File: config.mk
export PLATFORM = sky130hd
export DESIGN_NAME = tgbe_ctrl
export DESIGN_NICKNAME = d
export VERILOG_FILES = /design/src/hw/rtl/tgbe_pkg.sv /design/src/hw/rtl/tgbe_ctrl.sv
export SDC_FILE = /design/constraint.sdc
export NUM_CORES = 1
export LEC_CHECK = 0
export ABC_AREA = 1
export BUFFER_PORTS_ARGS = -buffer_cell sky130_fd_sc_hd__buf_2
export CAP_MARGIN = 20
export CORE_ASPECT_RATIO = 2
export CORE_UTILIZATION = 55
export DETAILED_ROUTE_END_ITERATION = 8
export PLACE_DENSITY = 0.81
export SLEW_MARGIN = 20
export SYNTH_ARGS = -nofsm -noshare
export SYNTH_HDL_FRONTEND = slang
export SYNTH_SLANG_ARGS = --single-unit
export TNS_END_PERCENT = 10
File: constraint.sdc
create_clock -name clk -period 1.84 [get_ports clk]
set_input_delay 0.368 -clock clk [delete_from_list [all_inputs] [get_ports clk]]
set_output_delay 0.368 -clock clk [all_outputs]
set_load 0.005 [all_outputs]
File: src/hw/rtl/tgbe_pkg.sv
// Shared types and codes for the text gap buffer engine.
// No dependencies; imported by the controller, the datapath and the top level.
`timescale 1ns / 1ps
`default_nettype none

package tgbe_pkg;

  localparam logic [20:0] NEWLINE_CODE = 21'd10;

  // Request codes
  typedef enum logic [3:0] {
    REQ_INSERT     = 4'd0,
    REQ_DEL_BEFORE = 4'd1,
    REQ_DEL_AFTER  = 4'd2,
    REQ_MOVE_BY    = 4'd3,
    REQ_MOVE_TO    = 4'd4,
    REQ_UP         = 4'd5,
    REQ_DOWN       = 4'd6,
    REQ_CLEAR      = 4'd7,
    REQ_READ       = 4'd8,
    REQ_LINE_NUM   = 4'd9,
    REQ_LINE_LEN   = 4'd10,
    REQ_LINE_START = 4'd11
  } req_t;

  // Result status codes
  typedef enum logic [1:0] {
    ST_DONE  = 2'd0,
    ST_NOEFF = 2'd1,
    ST_FULL  = 2'd2
  } stat_t;

  // Source of the query or character field of a result word
  typedef enum logic [2:0] {
    QS_NONE,
    QS_CNT,
    QS_CNT1,
    QS_IDX,
    QS_RCHAR
  } qsel_t;

  // Datapath operations, one per cycle
  typedef enum logic [4:0] {
    OP_NONE,
    OP_LOAD,
    OP_INSERT,
    OP_DEL_BEFORE,
    OP_DEL_AFTER,
    OP_CLEAR,
    OP_TGT_MOVE,
    OP_TGT_POS,
    OP_TGT_COL,
    OP_IDX_FRONT,
    OP_IDX_POS,
    OP_IDX_ZERO,
    OP_IDX_BACK1,
    OP_IDX_NEXT,
    OP_BASE_IDX,
    OP_RD_PREV,
    OP_RD_CUR,
    OP_BACK_STEP,
    OP_FWD_STEP,
    OP_CNT_STEP,
    OP_SHIFT_RD,
    OP_SHIFT_WR,
    OP_FIN
  } op_t;

  typedef enum logic [4:0] {
    S_IDLE,
    S_DISPATCH,
    S_BK_CHK,
    S_BK_WAIT,
    S_FW_CHK,
    S_FW_WAIT,
    S_NC_CHK,
    S_NC_WAIT,
    S_UP_A,
    S_UP_B,
    S_DN_A,
    S_DN_B,
    S_DN_C,
    S_COL,
    S_SHIFT_CHK,
    S_SHIFT_WR,
    S_RD_ISSUE,
    S_FIN
  } state_t;

  typedef struct packed {
    op_t   op;
    stat_t stat;
    qsel_t qsel;
  } dp_cmd_t;

  typedef struct packed {
    req_t req;
    logic gap_zero;
    logic del_b_zero;
    logic del_a_zero;
    logic pos_lt_len;
    logic pos_le_len;
    logic idx_zero;
    logic idx_lt_len;
    logic idx_lt_pos;
    logic is_nl;
    logic tgt_eq_front;
  } dp_flags_t;

endpackage

`default_nettype wire

File: src/hw/rtl/tgbe_ctrl.sv
// Request sequencer of the text gap buffer engine.
// Depends on tgbe_pkg; drives tgbe_dp through a command word.
`timescale 1ns / 1ps
`default_nettype none

module tgbe_ctrl (
  input  wire logic               clk,
  input  wire logic               rst,
  input  wire logic               in_valid,
  output logic                    in_ready,
  output logic                    out_valid,
  input  wire logic               out_ready,
  input  wire tgbe_pkg::dp_flags_t flags,
  output tgbe_pkg::dp_cmd_t       cmd
);
  import tgbe_pkg::*;

  state_t state, state_next;
  state_t ret, ret_next;
  stat_t  st, st_next;
  qsel_t  qsel, qsel_next;
  logic   out_valid_next;

  // State and result bookkeeping
  always_ff @(posedge clk) begin
    if (rst) begin
      state     <= S_IDLE;
      ret       <= S_IDLE;
      st        <= ST_NOEFF;
      qsel      <= QS_NONE;
      out_valid <= 1'b0;
    end else begin
      state     <= state_next;
      ret       <= ret_next;
      st        <= st_next;
      qsel      <= qsel_next;
      out_valid <= out_valid_next;
    end
  end

  // Next state and command
  always_comb begin
    state_next     = state;
    ret_next       = ret;
    st_next        = st;
    qsel_next      = qsel;
    in_ready       = 1'b0;
    out_valid_next = out_valid & ~out_ready;
    cmd.op         = OP_NONE;
    cmd.stat       = st;
    cmd.qsel       = qsel;
    unique case (state)
      S_IDLE: begin
        in_ready = 1'b1;
        if (in_valid) begin
          cmd.op     = OP_LOAD;
          st_next    = ST_NOEFF;
          qsel_next  = QS_NONE;
          state_next = S_DISPATCH;
        end
      end
      S_DISPATCH: begin
        state_next = S_FIN;
        unique case (flags.req)
          REQ_INSERT: begin
            if (flags.gap_zero) begin
              st_next = ST_FULL;
            end else begin
              cmd.op  = OP_INSERT;
              st_next = ST_DONE;
            end
          end
          REQ_DEL_BEFORE: begin
            if (!flags.del_b_zero) begin
              cmd.op  = OP_DEL_BEFORE;
              st_next = ST_DONE;
            end
          end
          REQ_DEL_AFTER: begin
            if (!flags.del_a_zero) begin
              cmd.op  = OP_DEL_AFTER;
              st_next = ST_DONE;
            end
          end
          REQ_MOVE_BY: begin
            cmd.op     = OP_TGT_MOVE;
            state_next = S_SHIFT_CHK;
          end
          REQ_MOVE_TO: begin
            if (flags.pos_lt_len) begin
              cmd.op     = OP_TGT_POS;
              state_next = S_SHIFT_CHK;
            end
          end
          REQ_UP: begin
            cmd.op     = OP_IDX_FRONT;
            ret_next   = S_UP_A;
            state_next = S_BK_CHK;
          end
          REQ_DOWN: begin
            cmd.op     = OP_IDX_FRONT;
            ret_next   = S_DN_A;
            state_next = S_BK_CHK;
          end
          REQ_CLEAR: begin
            cmd.op  = OP_CLEAR;
            st_next = ST_DONE;
          end
          REQ_READ: begin
            if (flags.pos_lt_len) begin
              cmd.op     = OP_IDX_POS;
              state_next = S_RD_ISSUE;
            end
          end
          REQ_LINE_NUM: begin
            if (flags.pos_le_len) begin
              cmd.op     = OP_IDX_ZERO;
              st_next    = ST_DONE;
              qsel_next  = QS_CNT1;
              ret_next   = S_FIN;
              state_next = S_NC_CHK;
            end
          end
          REQ_LINE_LEN: begin
            if (flags.pos_le_len) begin
              cmd.op     = OP_IDX_POS;
              st_next    = ST_DONE;
              qsel_next  = QS_CNT;
              ret_next   = S_FIN;
              state_next = S_FW_CHK;
            end
          end
          REQ_LINE_START: begin
            if (flags.pos_le_len) begin
              cmd.op     = OP_IDX_POS;
              st_next    = ST_DONE;
              qsel_next  = QS_IDX;
              ret_next   = S_FIN;
              state_next = S_BK_CHK;
            end
          end
          default: ;
        endcase
      end
      // Walk back to the start of the line
      S_BK_CHK: begin
        if (flags.idx_zero) begin
          state_next = ret;
        end else begin
          cmd.op     = OP_RD_PREV;
          state_next = S_BK_WAIT;
        end
      end
      S_BK_WAIT: begin
        if (flags.is_nl) begin
          state_next = ret;
        end else begin
          cmd.op     = OP_BACK_STEP;
          state_next = S_BK_CHK;
        end
      end
      // Walk forward to the end of the line, counting
      S_FW_CHK: begin
        if (!flags.idx_lt_len) begin
          state_next = ret;
        end else begin
          cmd.op     = OP_RD_CUR;
          state_next = S_FW_WAIT;
        end
      end
      S_FW_WAIT: begin
        if (flags.is_nl) begin
          state_next = ret;
        end else begin
          cmd.op     = OP_FWD_STEP;
          state_next = S_FW_CHK;
        end
      end
      // Count newlines below the requested position
      S_NC_CHK: begin
        if (!flags.idx_lt_pos) begin
          state_next = ret;
        end else begin
          cmd.op     = OP_RD_CUR;
          state_next = S_NC_WAIT;
        end
      end
      S_NC_WAIT: begin
        cmd.op     = OP_CNT_STEP;
        state_next = S_NC_CHK;
      end
      S_UP_A: begin
        if (flags.idx_zero) begin
          state_next = S_FIN;
        end else begin
          cmd.op     = OP_IDX_BACK1;
          ret_next   = S_UP_B;
          state_next = S_BK_CHK;
        end
      end
      S_UP_B: begin
        cmd.op     = OP_BASE_IDX;
        ret_next   = S_COL;
        state_next = S_FW_CHK;
      end
      S_DN_A: begin
        cmd.op     = OP_BASE_IDX;
        ret_next   = S_DN_B;
        state_next = S_FW_CHK;
      end
      S_DN_B: begin
        cmd.op     = OP_IDX_NEXT;
        state_next = S_DN_C;
      end
      S_DN_C: begin
        if (flags.idx_lt_len) begin
          cmd.op     = OP_BASE_IDX;
          ret_next   = S_COL;
          state_next = S_FW_CHK;
        end else begin
          state_next = S_FIN;
        end
      end
      S_COL: begin
        cmd.op     = OP_TGT_COL;
        state_next = S_SHIFT_CHK;
      end
      // Move the gap one character at a time: a read, then a write
      S_SHIFT_CHK: begin
        if (flags.tgt_eq_front) begin
          state_next = S_FIN;
        end else begin
          cmd.op     = OP_SHIFT_RD;
          st_next    = ST_DONE;
          state_next = S_SHIFT_WR;
        end
      end
      S_SHIFT_WR: begin
        cmd.op     = OP_SHIFT_WR;
        state_next = S_SHIFT_CHK;
      end
      S_RD_ISSUE: begin
        cmd.op     = OP_RD_CUR;
        st_next    = ST_DONE;
        qsel_next  = QS_RCHAR;
        state_next = S_FIN;
      end
      // Hold the result until the output register is free
      S_FIN: begin
        if (!out_valid || out_ready) begin
          cmd.op         = OP_FIN;
          out_valid_next = 1'b1;
          state_next     = S_IDLE;
        end
      end
      default: state_next = S_IDLE;
    endcase
  end

endmodule

`default_nettype wire

# Word-level counts from Yosys, hierarchy flattened
# Cells that the tools add are included.
[totals]
wordCells = 123
regBits = 16
inputBits = 18
[classes]
mux = 58
eq_ne = 42
reduce_logical = 16
n_bitwise = 2
[ops]
columns = ["op", "n"]
rows = [
  ["$mux W5", 23],
  ["$pmux W5 S17", 1],
  ["$pmux W5 S16", 1],
  ["$eq A5 B4 Y1 const B", 8],
  ["$pmux W4 S10", 1],
  ["$pmux W5 S7", 1],
  ["$pmux W5 S5", 1],
  ["$mux W4", 6],
  ["$eq A5 B3 Y1 const B", 4],
  ["$mux W3", 6],
  ["$ne A3 B3 Y1 const B", 6],
  ["$pmux W3 S3", 2],
  ["$eq A4 B3 Y1 const B", 4],
  ["$eq A4 B4 Y1 const B", 4],
  ["$mux W2", 8],
  ["$pmux W5 S3", 1],
  ["$eq A5 B2 Y1 const B", 2],
  ["$eq A5 B5 Y1 const B", 2],
  ["$ne A2 B2 Y1 const B", 5],
  ["$pmux W2 S5", 1],
  ["$eq A4 B2 Y1 const B", 2],
  ["$ne A4 B2 Y1 const B", 2],
  ["$pmux W2 S4", 1],
  ["$reduce_or A2 Y1", 4],
  ["other kinds (18)", 22],
]

# Longest topological paths before layout
[logic_depth]
word_depth = 4
depth_mapped = 12

# Worst setup path before layout
# OpenSTA, ideal clock, no wires.
[synth_timing]
path_type = "reg2out"
start = "register state[4]"
end = "output port cmd[7] (netlist bit)"
arrival_time_ns = 1.200
path_stages_with_launch = 8
slack_ns = 0.272
path_cell_list = "dfxtp_1 -> inv_1 -> buf_4 -> nand3_2 -> inv_1 -> buf_2 -> a21oi_1 -> nand3_1"
[synth_lines]
columns = ["item", "line_no", "text"]
rows = [
  ["start: declaration", "tgbe_ctrl.sv:18", "state_t state, state_next;"],
  ["start signal: assignment", "tgbe_ctrl.sv:33", "state <= state_next;"],
  ["end: declaration", "tgbe_ctrl.sv:14", "output tgbe_pkg::dp_cmd_t cmd"],
]

==> summary.log <==
qor: place.place.port_buffers 29
qor: synthesis.synth_seq_cells 16
qor: place.globalplace.congestion 0.969
qor: die.dieHeight 77.4 µm
qor: die.io_pins 30
qor: setup_path.worstSetupStartpointType flip-flop
qor: synthesis.library_cell_occupying_the_most_area_in_the_post_synthesis_netlist nand2_1
qor: status.failing_checks setup timing
qor: detailed_routing.remaining_drc_errors 0
qor: worst_hold_path.hp-class input port to flip-flop
qor: clocking.clock_tree.htree_level_count 1
qor: synthesis.synth_top_area_frac 0.216
qor: timing.grt_setup_unrepaired true
qor: grt.grt_start_max_net_pins 12
qor: clocking.cts.root.buffer_cell clkbuf_8
qor: cells_and_area.n_fill_cell 227
qor: setup_path.crit_type flip-flop to output port
qor: die.fp-row-count 27
qor: synthesis.synth.cells.most_frequent nand2_1 (90), inv_1 (42), nand3_1 (37), nor2_1 (37), a21oi_1 (18)
qor: detailed_routing.viasPerCell 6.06
qor: place.dp_slack -0.0342 ns
qor: timing.final.setup.worst_slack -0.200 ns
qor: grt.grt_usage 0.525
qor: place.postPlaceCellArea 1970 µm²
qor: power.power_density 690 nW/µm²
qor: setup_path.worst-endpoint-required 1.47 ns
qor: synthesis.synth_warnings 0
qor: clocking.ctsLongestPathBuffers 2
qor: grt.grt_antenna_before_repair 0
qor: setup_path.worstPathArrival 1.67 ns
qor: detailed_routing.detail-route-antenna-nets 0
qor: setup_path.setup.worst_path.end_class output port
qor: status.status finished, violations left
qor: cells_and_area.post_layout_cell_count 393
qor: grt.globalRouteOverflowTotal 0
qor: timing.clock-skew-final 0.00771 ns
qor: synthesis.synth.cell_area 1570 µm²
qor: run.max_cap_viol 0
qor: timing.period_share 1.11
qor: clocking.clock_latency 0.26 ns
qor: timing.report.final.setup_viol 7
qor: synthesis.dominantRegCellSynth dfxtp_1
qor: setup_path.path_max_fanout 3
qor: detailed_routing.drtPass1Iterations 5
qor: synthesis.postSynthCellCount 293
qor: cells_and_area.antenna_diode_count 0
qor: timing.achievable-frequency 0.490 GHz
qor: power.leakage 1.18 nW
qor: cells_and_area.layout-area-overhead-vs-synth 40.7%
qor: cells_and_area.drive_above_1_share 0.302
qor: die.die_area 3080 µm²
qor: detailed_routing.initialDrtViolationCount 155
qor: timing.hold_violations 0
qor: grt.wire_length_of_the_first_global_routing_pass 11200 µm
qor: synthesis.synth_enable_flop_cells 0
qor: cells_and_area.multi_input_comb_area 1150 µm²
qor: timing.timing_max_transition_violations_final 0
qor: synthesis.postSynthNetCount 311
qor: power.ir_drop 0.000858 V
qor: clocking.cts_buffers 3
qor: synthesis.yosys.cell_count.top_type nand2_1
qor: clocking.numClockSinks 16
qor: die.floorplan.initialDensity 0.572
qor: die.dieWidth 39.7 µm
qor: clocking.tritoncts done
qor: synthesis.post_synth_main_area_contributors nand2_1 (22%), dfxtp_1 (20%), nand3_1 (12%)
qor: synthesis.synth-seq-area-share 0.205
qor: clocking.ctsHoldBuffers 0
qor: cells_and_area.final_nets 383
qor: detailed_routing.wl_per_cell 16.9 µm
qor: detailed_routing.routed_wl 6660 µm
qor: cells_and_area.ff_latch_area 328 µm²
qor: synthesis.postSynth.asyncResetShare 0
qor: place.dp.final_hpwl 4510 µm
qor: timing.timing_worst_slew_pin_value 0.311 ns
qor: synthesis.syn_area_per_cell 5.34 µm²
qor: timing.maxSlewHeadroom 0.792
qor: cells_and_area.post-route-cell-area 2200 µm²
qor: place.dpl.cell_count 380
qor: die.core_area 2740 µm²
qor: timing.timing.final.crit_period 2.04 ns
qor: synthesis.synth.distinct_cells 24
qor: clocking.clock_transition_at_the_registers_of_the_reported_paths 0.07 ns
qor: grt.number_of_global_route_vias_before_repair 2403
qor: detailed_routing.route.vias.total 2380
timing repair:
item                                   4_1_cts  5_1_grt
buffers inserted                             8        1
endpoints found under the hold margin        0        0
pin swaps                                    5        3
gates resized for setup                     26        8
setup endpoints to repair                    6       13
area by class of cell:
cell class | count | share of cell area
inverter | 44 | 0.0767
multi-input combinational | 230 | 0.524
clock buffer | 4 | 0.0250
sequential | 16 | 0.149
timing repair buffer | 70 | 0.209
tap | 29 | 0.0165
placed cells by master, fill, tap and decap left out, types with 2 or more instances in the layout:
cell type,Yosys,final
clkbuf_8,0,4
nand2_1,90,85
nand4_1,8,8
nor2_1,37,32
o2111ai_1,2,2
o22ai_1,2,2
buf_6,0,2
inv_1,42,39
nand2_4,0,2
dfxtp_2,0,3
buf_2,1,29
o211ai_1,2,2
o21ai_1,1,2
a21oi_2,0,2
nor2_4,1,6
nand3_1,37,35
a21oi_1,18,16
o21ai_0,11,10
buf_4,1,39
nand3_2,4,5
dfxtp_1,16,12
nor3_1,8,7
nor2_2,5,5
nand2_2,0,3
inv_2,2,4
metal layers:
layer  GRT usage  vias to the layer above  wire length, µm
li1            -                     1094                -
met1       0.472                     1043             2160
met2       0.743                      176             3340
met3       0.317                       67              478
met4       0.483                        0              681
met5       0.114                        -                0
registers in the layout, indices dropped and copies added (netlist names):
register and cells:
out_valid 1, qsel 3, ret 5, st 2
state 5
worst max-delay path, cell delays in order (launching register included):
cell and delay (ns):
dfxtp_4 0.40, inv_2 0.08, buf_6 0.12, nor2_4 0.16
nand3_2 0.12, nand2_2 0.11, a21oi_2 0.05, nand2_1 0.10
inv_1 0.06, o2111ai_1 0.07, buf_2 0.14
per-stage QoR:
stage / util / TNS, ns / total power, W / hold slack (ns)
floorplan: - / 0 / 0.000799 / 0.423
global placement: 0.720 / -0.0627 / 0.00106 / 0.447
detailed placement: 0.720 / -0.0568 / 0.00107 / 0.450
CTS: 0.792 / -0.263 / 0.00144 / 0.407
global route: 0.805 / -3.01 / 0.00162 / 0.432
finish: 0.805 / -1.10 / 0.00152 / 0.416
report_power, final:
group / switching (W) / internal [W]
sequential: 0.0000481 / 0.000391
combinational: 0.000456 / 0.000301
clock: 0.000133 / 0.000190
total: 0.000638 / 0.000882
worst paths after layout:
kind              cells after the start              endpoint                  start  slack (ns)
setup / recovery                     10                cmd[8]  state[0]$_SDFFE_PP0P_       -0.20
hold / removal                        2  qsel[0]$_SDFFE_PP0P_                    rst        0.42
setup reg to reg                     12   ret[0]$_SDFFE_PP0P_  state[0]$_SDFFE_PP0P_       -0.15
hold reg to reg                       2  qsel[0]$_SDFFE_PP0P_   qsel[0]$_SDFFE_PP0P_        0.46
logic make-up (layout without fill, tap and decap cells):
group	Yosys count	in the layout	share of synthesized area
simple gates	193	193	0.549
buf+inv	47	118	0.116
compound gates	37	37	0.130
flops	16	16	0.205
Note: power is estimated with default switching activity, not from simulation.
